**config.mk**
```make
export PLATFORM = sky130hd
export DESIGN_NAME = eia_ctrl
export DESIGN_NICKNAME = d
export VERILOG_FILES = /design/src/rtl/core/eia_pkg.sv /design/src/rtl/core/eia_ctrl.sv
export SDC_FILE = /design/constraint.sdc
export NUM_CORES = 1
export LEC_CHECK = 0
export ABC_AREA = 1
export BUFFER_PORTS_ARGS = -buffer_cell sky130_fd_sc_hd__buf_4
export CORE_ASPECT_RATIO = 1.5
export CORE_UTILIZATION = 50
export CTS_BUF_LIST = sky130_fd_sc_hd__clkbuf_8
export CTS_CLUSTER_SIZE = 14
export DETAILED_ROUTE_END_ITERATION = 16
export PLACE_DENSITY = 0.75
export SLEW_MARGIN = 10
export SYNTH_ARGS = -nofsm -noshare
export SYNTH_HDL_FRONTEND = slang
export SYNTH_SLANG_ARGS = --single-unit
```
**constraint.sdc**
```tcl
create_clock -name i_clk -period 3.59 [get_ports i_clk]
set_input_delay 0.1795 -clock i_clk [delete_from_list [all_inputs] [get_ports i_clk]]
set_output_delay 0.1795 -clock i_clk [all_outputs]
set_load 0.1 [all_outputs]
```
**src/rtl/core/eia_pkg.sv**
```systemverilog
package eia_pkg;

    // Grid geometry
    localparam int SENSOR_SIDE = 128;
    localparam int PIX_COUNT   = SENSOR_SIDE * SENSOR_SIDE;
    localparam int ROW_W       = $clog2(SENSOR_SIDE);
    localparam int IDX_W       = $clog2(PIX_COUNT);

    // Field widths
    localparam int REQ_W   = 3;
    localparam int COORD_W = 7;
    localparam int STEP_W  = 7;
    localparam int PIX_W   = 8;
    localparam int TIME_W  = 32;

    localparam logic [STEP_W-1:0] STEP_RESET = 7'd127;

    // Saturation bounds of a pixel
    localparam logic signed [PIX_W:0] SAT_HIGH = 9'sd127;
    localparam logic signed [PIX_W:0] SAT_LOW  = -9'sd127;

    // Request codes
    localparam logic [REQ_W-1:0] REQ_EVENT     = 3'd0;
    localparam logic [REQ_W-1:0] REQ_STAMP     = 3'd1;
    localparam logic [REQ_W-1:0] REQ_READ      = 3'd2;
    localparam logic [REQ_W-1:0] REQ_CLR_LEFT  = 3'd3;
    localparam logic [REQ_W-1:0] REQ_RST_TIMES = 3'd4;
    localparam logic [REQ_W-1:0] REQ_RST_LEFT  = 3'd5;
    localparam logic [REQ_W-1:0] REQ_RST_RIGHT = 3'd6;

    // Commands from the controller to the datapath
    typedef struct packed {
        logic             load;       // latch the accepted item
        logic             clr_img_l;  // sweep writes zero into the image/time stores
        logic             clr_tim_l;
        logic             clr_img_r;
        logic             clr_tim_r;
        logic [IDX_W-1:0] clr_addr;
        logic             eval;       // evaluate the item and load the result
    } t_cmd;

endpackage

```
**src/rtl/core/eia_ctrl.sv**
```systemverilog
module eia_ctrl (
    input  logic                      i_clk,
    input  logic                      i_rst_n,
    input  logic                      i_s_tvalid,
    input  logic [eia_pkg::REQ_W-1:0] i_req,
    input  logic                      i_eval_ok,
    output logic                      o_s_tready,
    output eia_pkg::t_cmd             o_cmd
);

    localparam logic [2:0] S_INIT  = 3'd0;
    localparam logic [2:0] S_IDLE  = 3'd1;
    localparam logic [2:0] S_CLEAR = 3'd2;
    localparam logic [2:0] S_READ  = 3'd3;
    localparam logic [2:0] S_EVAL  = 3'd4;

    localparam logic [eia_pkg::IDX_W-1:0] LAST_IDX = eia_pkg::IDX_W'(eia_pkg::PIX_COUNT - 1);

    logic [2:0]                r_state, n_state;
    logic [eia_pkg::IDX_W-1:0] r_cnt, n_cnt;
    logic [3:0]                r_mask, n_mask;   // {tim_r, img_r, tim_l, img_l}
    logic [3:0]                req_mask;
    logic                      accept;

    assign accept     = (r_state == S_IDLE) && i_s_tvalid;
    assign o_s_tready = (r_state == S_IDLE);

    // Stores each clear request sweeps
    always_comb begin
        case (i_req)
            eia_pkg::REQ_CLR_LEFT:  req_mask = 4'b0011;
            eia_pkg::REQ_RST_TIMES: req_mask = 4'b1010;
            eia_pkg::REQ_RST_LEFT:  req_mask = 4'b0010;
            eia_pkg::REQ_RST_RIGHT: req_mask = 4'b1000;
            default:                req_mask = 4'b0000;
        endcase
    end

    // Next state
    always_comb begin
        n_state = r_state;
        n_cnt   = r_cnt;
        n_mask  = r_mask;
        case (r_state)
            S_INIT: begin
                n_cnt = r_cnt + 1'b1;
                if (r_cnt == LAST_IDX) begin
                    n_state = S_IDLE;
                end
            end
            S_IDLE: begin
                if (accept) begin
                    n_mask = req_mask;
                    n_cnt  = '0;
                    n_state = (req_mask != 4'b0000) ? S_CLEAR : S_READ;
                end
            end
            S_CLEAR: begin
                n_cnt = r_cnt + 1'b1;
                if (r_cnt == LAST_IDX) begin
                    n_state = S_READ;
                end
            end
            S_READ: begin
                n_state = S_EVAL;
            end
            S_EVAL: begin
                if (i_eval_ok) begin
                    n_state = S_IDLE;
                end
            end
            default: begin
                n_state = S_INIT;
                n_cnt   = '0;
            end
        endcase
    end

    // Commands
    always_comb begin
        o_cmd           = '0;
        o_cmd.load      = accept;
        o_cmd.clr_addr  = r_cnt;
        o_cmd.eval      = (r_state == S_EVAL);
        if (r_state == S_INIT) begin
            o_cmd.clr_img_l = 1'b1;
            o_cmd.clr_tim_l = 1'b1;
            o_cmd.clr_img_r = 1'b1;
            o_cmd.clr_tim_r = 1'b1;
        end else if (r_state == S_CLEAR) begin
            o_cmd.clr_img_l = r_mask[0];
            o_cmd.clr_tim_l = r_mask[1];
            o_cmd.clr_img_r = r_mask[2];
            o_cmd.clr_tim_r = r_mask[3];
        end
    end

    always_ff @(posedge i_clk) begin
        if (!i_rst_n) begin
            r_state <= S_INIT;
            r_cnt   <= '0;
            r_mask  <= '0;
        end else begin
            r_state <= n_state;
            r_cnt   <= n_cnt;
            r_mask  <= n_mask;
        end
    end

endmodule

```
==> results of run 1 <==
## cells in the mapped netlist, drive strengths merged
library cell,count,share of area [%]
a21oi,11,4.7
dfxtp,20,34
o21bai,1,0.65
o21ai,7,3.0
xnor2,1,0.75
buf,1,0.65
ha,1,1.1
inv,28,9.0
o211a,1,0.86
nand3,16,7.8
a31oi,2,1.1
a21o,1,0.65
nand4,2,1.1
nand2,51,18
nor3,4,1.7
nor2,36,14
o211ai,1,0.65
or2,1,0.54
## critical path, cell delays in order, from the launching register on
cell and delay [ps]:
dfxtp_1 360, nor2_2 300, inv_1 170, nor2_1 120
buf_4 300
## layout make-up
class,count,area (µm²)
tap,23,28.8
sequential,20,400
fill,221,779
timing repair buffer,27,203
multi-input combinational,136,649
inverter,28,105
clock buffer,3,41.3
## sequential cells by signal, indices dropped and copies added (netlist names)
name,flops
r_cnt,14
r_mask,3
r_state,3
## cells in the final DEF, fill, tap and decap left out
cell      synthesis  routed
o21ai_1           3       3
or2_2             1       1
nor2_2            4       4
nand2_1          46      46
nor2_1           30      30
o21ai_0           4       4
nor3_1            4       4
nand4_1           2       2
dfxtp_1          20      20
o211a_1           1       1
a31oi_1           2       2
nand3_1          14      14
a21o_1            1       1
nand2_2           5       5
nand3_2           2       2
ha_1              1       1
o211ai_1          1       1
buf_4             1      27
clkbuf_8          0       3
inv_2             4       4
o21bai_1          1       1
a21oi_1          11      11
inv_1            24      24
nor2_4            2       2
xnor2_1           1       1
## stage by stage
stage                     setup slack, ps  hold slack [ps]  area, µm²
after floorplan                      1450              300       1160
after global placement               2150              469       1390
after detailed placement             2090              475       1390
after CTS                            1900              198       1430
after global routing                 1790              204       1430
final                                1910              199       1430
## layer usage
| metal | track usage (%) | vias to the layer above | share of wire, % |
|---|---|---|---|
| met2 | 50.0 | 22 | 56 |
| li1 | - | 646 | - |
| met1 | 26.2 | 569 | 40 |
| met3 | 2.17 | 5 | 2.1 |
| met4 | 12.0 | 0 | 1.8 |
| met5 | 0 | - | 0 |
## worst min-delay path by stage
stage,startpoint,end,slack (ps),cells after the start
floorplan,i_rst_n,r_state[1]$_SDFFE_PN0P_,300,2
global placement,i_rst_n,r_state[1]$_SDFFE_PN0P_,470,3
detailed placement,i_rst_n,r_state[1]$_SDFFE_PN0P_,480,3
CTS,i_rst_n,r_state[1]$_SDFFE_PN0P_,200,3
global route,i_rst_n,r_state[1]$_SDFFE_PN0P_,200,3
finish,i_rst_n,r_state[1]$_SDFFE_PN0P_,200,3
## power by group through the flow
stage          Sequential (mW)  Combinational (mW)  Clock (mW)
2_1_floorplan            0.254              0.0129           0
5_1_grt                  0.228              0.0538       0.155
3_3_place_gp             0.233              0.0494           0
6_report                 0.228              0.0508       0.146
4_1_cts                  0.228              0.0509       0.150
3_5_place_dp             0.233              0.0507           0
## logic make-up after synthesis
logic type      count (synthesis)
xor+xnor                        1
buf+inv                        29
flops                          20
simple gates                  110
compound gates                 24
fa+ha+maj                       1
==> flow_summary.toml, run 1 <==
[status]
outcome = "finished clean"

[power]
combPwrFrac_pct = 12.0
p_switching_mw = 0.112
swShare_pct = 26.3
power.internal_mw = 0.313
total_power_mw = 0.425
p_leak_nw = 0.659
peakVddDrop_mv = 0.236
sequentialPowerShare_pct = 53.7
pwr-share-clk_pct = 34.3
p_per_area_nw_per_um2 = 297

[yosys]
ys_seq_area_share_pct = 34.4
synth_compound_area_share_pct = 11.6
synthDistinctLibCells = 24
synthAdderAreaFrac_pct = 1.08
synth_top_family_by_area = "simple AND/OR/NAND/NOR gates"
synth_xor_area_share_pct = 0.753
yosys.area_share.simple_pct = 42.4
synth_warnings = 0
syn_nets = 193
synth_area_um2 = 1160
ys_seq_elements = 20
syn_avg_cell_area_um2 = 6.28
synthCells = 185
post_synth_mux_area_share_pct = 0

[finish]
stdcell_count = 237
diodes = 0
drive_above_1_share_pct = 22.4
syn_to_final_growth_pct = 22.8
finish.utilization_pct = 64.7
fin_nets = 224

[critical_path]
critPathLaunchType = "flop"
rr_endpoint = "r_state[0]$_SDFFE_PN0P_"
crit_start = "r_state[2]$_SDFFE_PN0P_"
r2r_cells = 7
crit_type = "reg -> out"
critPathCaptureType = "primary output"
worst_ep_required_time_ps = 3410
critPathCapture = "o_cmd[17]"
critPathMaxFanout = 8
timing.reg2reg.setup_slack_ps = 2040
cp_data_arrival_time_ps = 1500
r2r_start = "r_cnt[0]$_SDFFE_PN0P_"

[timing]
hold_viol = 0
min_period_over_period_pct = 46.7
relSlewSlack_pct = 79.1
fin_worst_skew_ps = 0.863
rsz0062_at_grt = "no"
setup_tns_ps = 0
min_period_ps = 1680
worst_pin_slew_ps = 312
slew_violations = 0
finalSetupViolations = 0
fmax_ghz = 0.596

[clocking]
clkTransAtPathRegs_ps = 70
cts_setup_buffers = 0
cts.path.max_buffers = 2
clk_latency_ps = 260
cts_max_level = 1
tritoncts = "built"
cts_inserted_buffers = 3
clock-sinks = 20
clockRootBuffer = "clkbuf_8"
cts_resized = 0
ctsHoldBuffers = 0

[global_route]
grt_start_max_net_pins = 11
grt_pass1_vias = 1098
grt_overflow = 0
grt_pass1_wl_um = 4450
antenna_found_initial = 0
track_usage_pct = 26.1

[floorplan]
die-area_um2 = 2530
fp.coreArea_um2 = 2210
num_rows = 21
io_pins = 28
die_h_um = 61.1
dieWidth_um = 41.4
initial_core_util_pct = 52.7

[placed_design]
placed_cells = 234
dp_hpwl_um = 2260
place.gp.congestion = 0.805
port_buffers = 27

[hold_path]
hold_path_class = "in -> reg"

[drt]
vias = 1242
final_antenna_net_count = 0
via_per_inst = 5.24
drtIter0Drc = 27
wl_per_cell_um = 11.9
drt-pass1-iter-count = 4
drt-total-wl_um = 2820
drc = 0

[flow_run]
drv_cap = 0
Note: power is estimated with default switching activity, not from simulation.
==> run 2, diff against run 1 <==
--- a/config.mk
+++ b/config.mk
@@ -8,11 +8,11 @@
 export ABC_AREA = 1
 export BUFFER_PORTS_ARGS = -buffer_cell sky130_fd_sc_hd__buf_4
 export CORE_ASPECT_RATIO = 1.5
-export CORE_UTILIZATION = 50
+export CORE_UTILIZATION = 49
 export CTS_BUF_LIST = sky130_fd_sc_hd__clkbuf_8
 export CTS_CLUSTER_SIZE = 14
 export DETAILED_ROUTE_END_ITERATION = 16
-export PLACE_DENSITY = 0.75
+export PLACE_DENSITY = 0.77
 export SLEW_MARGIN = 10
 export SYNTH_ARGS = -nofsm -noshare
 export SYNTH_HDL_FRONTEND = slang
==> constraint.sdc (replaced) <==
create_clock -name i_clk -period 1.4 [get_ports i_clk]
set_input_delay 0.07 -clock i_clk [delete_from_list [all_inputs] [get_ports i_clk]]
set_output_delay 0.07 -clock i_clk [all_outputs]
set_load 0.1 [all_outputs]
==> run 2 against run 1 <==
Non-clock buffer count grew 4. Worst setup slack lost 1800 ps. Final area grew 12%. Global-route usage shrank 1.2 points. Via count grew 1.1%. Highest routed layer unchanged. Largest cell class unchanged. Sequential share of layout area shrank 0.47 points. Core utilization grew 7.0 points. Critical path type unchanged.
==> flow_summary.toml, run 2 (same netlist as run 1, synthesis figures left out) <==
[floorplan]
num_rows = 21
fp.coreArea_um2 = 2230
io_pins = 28
initial_core_util_pct = 52.0
die-area_um2 = 2570
die_h_um = 61.7
dieWidth_um = 41.8

[finish]
finish.utilization_pct = 71.7
regMostFlops = "r_cnt"
drive_above_1_share_pct = 37.0
fin_nets = 228
fillers = 195
regArea_um2 = 442
final_common_cell = "nand2_1"
syn_to_final_growth_pct = 37.8
largest_register_ffs = 14
reg.largest.list = "r_cnt (14), r_mask (3), r_state (3)"
final_cell_mix = "nand2_1 (45), buf_4 (26), nor2_1 (25)"
diodes = 0
multi_input_area_um2 = 693
stdcell_count = 242

[power]
peakVddDrop_mv = 0.592
p_per_area_nw_per_um2 = 726
total_power_mw = 1.16
p_leak_nw = 0.708

[clocking]
cts.path.max_buffers = 2
clkTransAtPathRegs_ps = 80
clock-sinks = 20
clk_latency_ps = 270
clockRootBuffer = "clkbuf_8"
cts_max_level = 1
ctsHoldBuffers = 0
tritoncts = "built"
cts_inserted_buffers = 3

[placed_design]
port_buffers = 27
pre_cts_slack_ps = -0.0596
dp_hpwl_um = 2290
placed_cells = 236
place.gp.congestion = 0.846

[global_route]
grt_pass1_wl_um = 4810
grt_overflow = 0
grt_pass1_vias = 1133
antenna_found_initial = 0
track_usage_pct = 24.9
grt_start_max_net_pins = 12

[timing]
min_period_ps = 1310
fmax_ghz = 0.762
rsz0062_at_grt = "no"
fin_worst_skew_ps = 9.02
relSlewSlack_pct = 80.5
worst_pin_slew_ps = 292
setup_ws_ps = 87.8
slew_violations = 0
hold_viol = 0
min_period_over_period_pct = 93.7
hold_ws_ps = 71.0
finalSetupViolations = 0

[drt]
drtIter0Drc = 46
drc = 0
via_per_inst = 5.19
vias = 1256
drt-total-wl_um = 2940
final_antenna_net_count = 0
wl_per_cell_um = 12.1
drt-pass1-iter-count = 4

[critical_path]
critPathCaptureType = "primary output"
worst_ep_required_time_ps = 1330
critPathMaxFanout = 6
crit_type = "reg -> out"
cp_data_arrival_time_ps = 1240
critPathLaunchType = "flop"

[status]
outcome = "finished clean"

[hold_path]
hold_path_class = "in -> reg"

[flow_run]
drv_cap = 0
run 2: cell types whose count changed in the layout (fill, tap and decap cells not counted), sizes merged:
cell,previous run,this run
inv,28,27
clkbuf,3,4
clkinvlp,0,1
buf,27,31
run 2: cell type report:
| cell class | instances | area share, % |
|---|---|---|
| flip-flops and latches | 20 | 27.6 |
| repair buffers | 31 | 16.8 |
| multi-input cells | 136 | 43.3 |
| well taps | 23 | 1.80 |
| clock buffers | 4 | 3.44 |
| inverters | 28 | 7.11 |
run 2: worst paths after layout:
check / from / slack [ps] / cells past startpoint / to
hold reg to reg: r_cnt[8]$_SDFFE_PN0P_ / 510 / 2 / r_cnt[8]$_SDFFE_PN0P_
setup reg to reg: r_state[1]$_SDFFE_PN0P_ / 120 / 8 / r_cnt[2]$_SDFFE_PN0P_
hold / removal: i_eval_ok / 70 / 4 / r_state[2]$_SDFFE_PN0P_
setup / recovery: r_state[2]$_SDFFE_PN0P_ / 90 / 4 / o_cmd[18]
run 2: power breakdown:
group          leakage, nW  switching [mW]  total (mW)  internal, mW
Combinational        0.507          0.0957       0.132        0.0368
Clock               0.0288           0.202       0.453         0.251
Sequential           0.172          0.0103       0.577         0.566
Total                0.708           0.308        1.16         0.854
run 2: stage by stage:
| step | area [µm²] | TNS, ps |
|---|---|---|
| floorplan | 1230 | -845 |
| global placement | 1470 | 0 |
| detailed placement | 1470 | -0.0596 |
| CTS | 1580 | 0 |
| global route | 1600 | 0 |
| finish | 1600 | 0 |
run 2: layer usage:
layer | share of wire (%) | GRT usage, % | wire (µm)
met1 | 38 | 27.3 | 1110
met5 | 0 | 0 | 0
met3 | 4.0 | 2.64 | 119
met2 | 57 | 47.5 | 1670
met4 | 1.3 | 12.9 | 39
run 2: repair_timing:
action,CTS,global route
gates resized for setup,5,7
pin swaps,2,2
endpoints found under the setup margin,7,13
setup buffers,2,0
run 2: critical path, stage by stage (launching register included):
cell and delay [ps]:
dfxtp_2 350, nor2_2 120, inv_1 140, nor2_2 130, buf_6 230
==> run 3, diff against run 2 <==
==> constraint.sdc (replaced) <==
create_clock -name i_clk -period 1.4 [get_ports i_clk]
set_input_delay 0.28 -clock i_clk [delete_from_list [all_inputs] [get_ports i_clk]]
set_output_delay 0.28 -clock i_clk [all_outputs]
set_load 0.1 [all_outputs]
==> run 3 against run 2 <==
The flow now finishes with violations (negative setup slack). Critical endpoint is now o_cmd[19]. Final area up 14%. Non-clock buffer count up 10. Maximum frequency down 11%. Total power up 12%. Clock-buffer cell count down 1. Die area unchanged. Largest power group is now the clock network. Critical path depth unchanged. Core utilization up 9.9 points. Sequential share of layout area down 2.9 points. Cell count up 4.1%. Sequential power down 1%.
==> flow_summary.toml, run 3 (same netlist as run 1, synthesis figures left out) <==
[clocking]
ctsHoldBuffers = 0
clock-sinks = 20
cts_inserted_buffers = 3
tritoncts = "built"
clkTransAtPathRegs_ps = 80
clockRootBuffer = "clkbuf_8"
cts_max_level = 1
clk_latency_ps = 260
cts.path.max_buffers = 2

[placed_design]
placed_cell_area_um2 = 1520
place.gp.congestion = 0.909
dp_hpwl_um = 2330
port_buffers = 27
placed_cells = 238

[floorplan]
num_rows = 21
initial_core_util_pct = 52.0
die-area_um2 = 2570
die_h_um = 61.7
io_pins = 28
fp.coreArea_um2 = 2230
dieWidth_um = 41.8

[power]
peakVddDrop_mv = 0.709
p_leak_nw = 0.804
total_power_mw = 1.31
p_per_area_nw_per_um2 = 717

[critical_path]
r2r_cells = 8
critPathMaxFanout = 4
cp.depth = 4
worst_ep_required_time_ps = 1120
rr_endpoint = "r_cnt[7]$_SDFFE_PN0P_"
r2r_start = "r_state[2]$_SDFFE_PN0P_"
crit_type = "reg -> out"
timing.reg2reg.setup_slack_ps = -60
crit_start = "r_state[2]$_SDFFE_PN0P_"
critPathTopFamily = "flip-flops"
path_cells = "inv_4, nand3_4, nor2_4, buf_12"
cp_data_arrival_time_ps = 1190
max_stage_delay_ps = 380
critPathCapture = "o_cmd[19]"
critPathLaunchType = "flop"
critPathCaptureType = "primary output"
crit_slowest_cell = "dfxtp_4"
critPathBufInv = 2

[finish]
syn_to_final_growth_pct = 56.8
drive_above_1_share_pct = 44.1
design_area_um2 = 1820
final_common_cell = "nand2_1"
stdcell_count = 252
regMostFlops = "r_cnt"
diodes = 0
reg.largest.list = "r_cnt (14), r_mask (3), r_state (3)"
largest_register_ffs = 14
final_cell_mix = "nand2_1 (40), buf_4 (33), nor2_1 (24)"
finish.utilization_pct = 81.6
fin_nets = 238

[global_route]
grt_pass1_vias = 1258
track_usage_pct = 27.6
grt_start_max_net_pins = 13
antenna_found_initial = 0
grt_overflow = 0
grt_pass1_wl_um = 5330

[drt]
final_antenna_net_count = 0
wl_per_cell_um = 15.7
drtIter0Drc = 54
drc = 0
via_per_inst = 5.65
drt-total-wl_um = 3970
vias = 1425
drt-pass1-iter-count = 4

[timing]
hold_ws_ps = 288
fmax_ghz = 0.682
rsz0062_at_grt = "yes"
setup_ws_ps = -67.1
worst_pin_slew_ps = 347
relSlewSlack_pct = 76.7
finalSetupViolations = 7
min_period_ps = 1470
slew_violations = 0
hold_viol = 0
min_period_over_period_pct = 105
fin_worst_skew_ps = 4.74

[flow_run]
drv_cap = 0

[hold_path]
hold_path_class = "in -> reg"

[status]
outcome = "finished, violations left"
violations = "negative setup slack"
run 3: how the worst min path moves through the flow:
stage                            from                 endpoint  cells past startpoint
3_5_place_dp   r_cnt[13]$_SDFFE_PN0P_   r_cnt[13]$_SDFFE_PN0P_                      2
3_3_place_gp   r_cnt[13]$_SDFFE_PN0P_   r_cnt[13]$_SDFFE_PN0P_                      2
5_1_grt                       i_rst_n  r_state[1]$_SDFFE_PN0P_                      3
4_1_cts                     i_eval_ok  r_state[2]$_SDFFE_PN0P_                      4
6_report                    i_eval_ok  r_state[2]$_SDFFE_PN0P_                      4
2_1_floorplan                 i_rst_n  r_state[1]$_SDFFE_PN0P_                      2
run 3: cell type report:
class	count	area [µm²]
Timing Repair Buffer	41	399
Fill cell	136	410
Tap cell	23	28.8
Clock inverter	1	30.0
Sequential cell	20	449
Inverter	28	126
Clock buffer	3	41.3
Multi-Input combinational cell	136	748
run 3: worst register-to-register path, delay by kind of cell (launching register included):
kind / cells / cell delay [ps]
compound gates: 1 / 70
simple gates: 4 / 560
flops: 1 / 400
buf+inv: 3 / 340
run 3: routing by layer:
| metal | global-route usage [%] | share of wire (%) |
|---|---|---|
| met2 | 57.4 | 56 |
| met4 | 13.4 | 3.6 |
| met5 | 0 | 0 |
| met3 | 3.52 | 4.9 |
| met1 | 26.3 | 35 |
run 3: power breakdown:
| group | total [mW] | switching, mW | internal, mW | leakage, nW |
|---|---|---|---|---|
| Combinational | 0.143 | 0.104 | 0.0387 | 0.595 |
| Sequential | 0.571 | 0.0106 | 0.560 | 0.173 |
| Clock | 0.593 | 0.211 | 0.382 | 0.0357 |
run 3: timing repair:
action | 4_1_cts | 5_1_grt
setup buffers | 5 | 5
gates resized for setup | 27 | 16
pin swaps | 3 | 7
setup endpoints to repair | 7 | 17
cloned | 0 | 0
run 3: per-stage QoR:
stage / setup slack [ps] / TNS [ps]
2_1_floorplan: -132 / -260
3_3_place_gp: 65.6 / 0
3_5_place_dp: 16.8 / 0
4_1_cts: -40.4 / -125
5_1_grt: -107 / -1150
6_report: -67.1 / -332
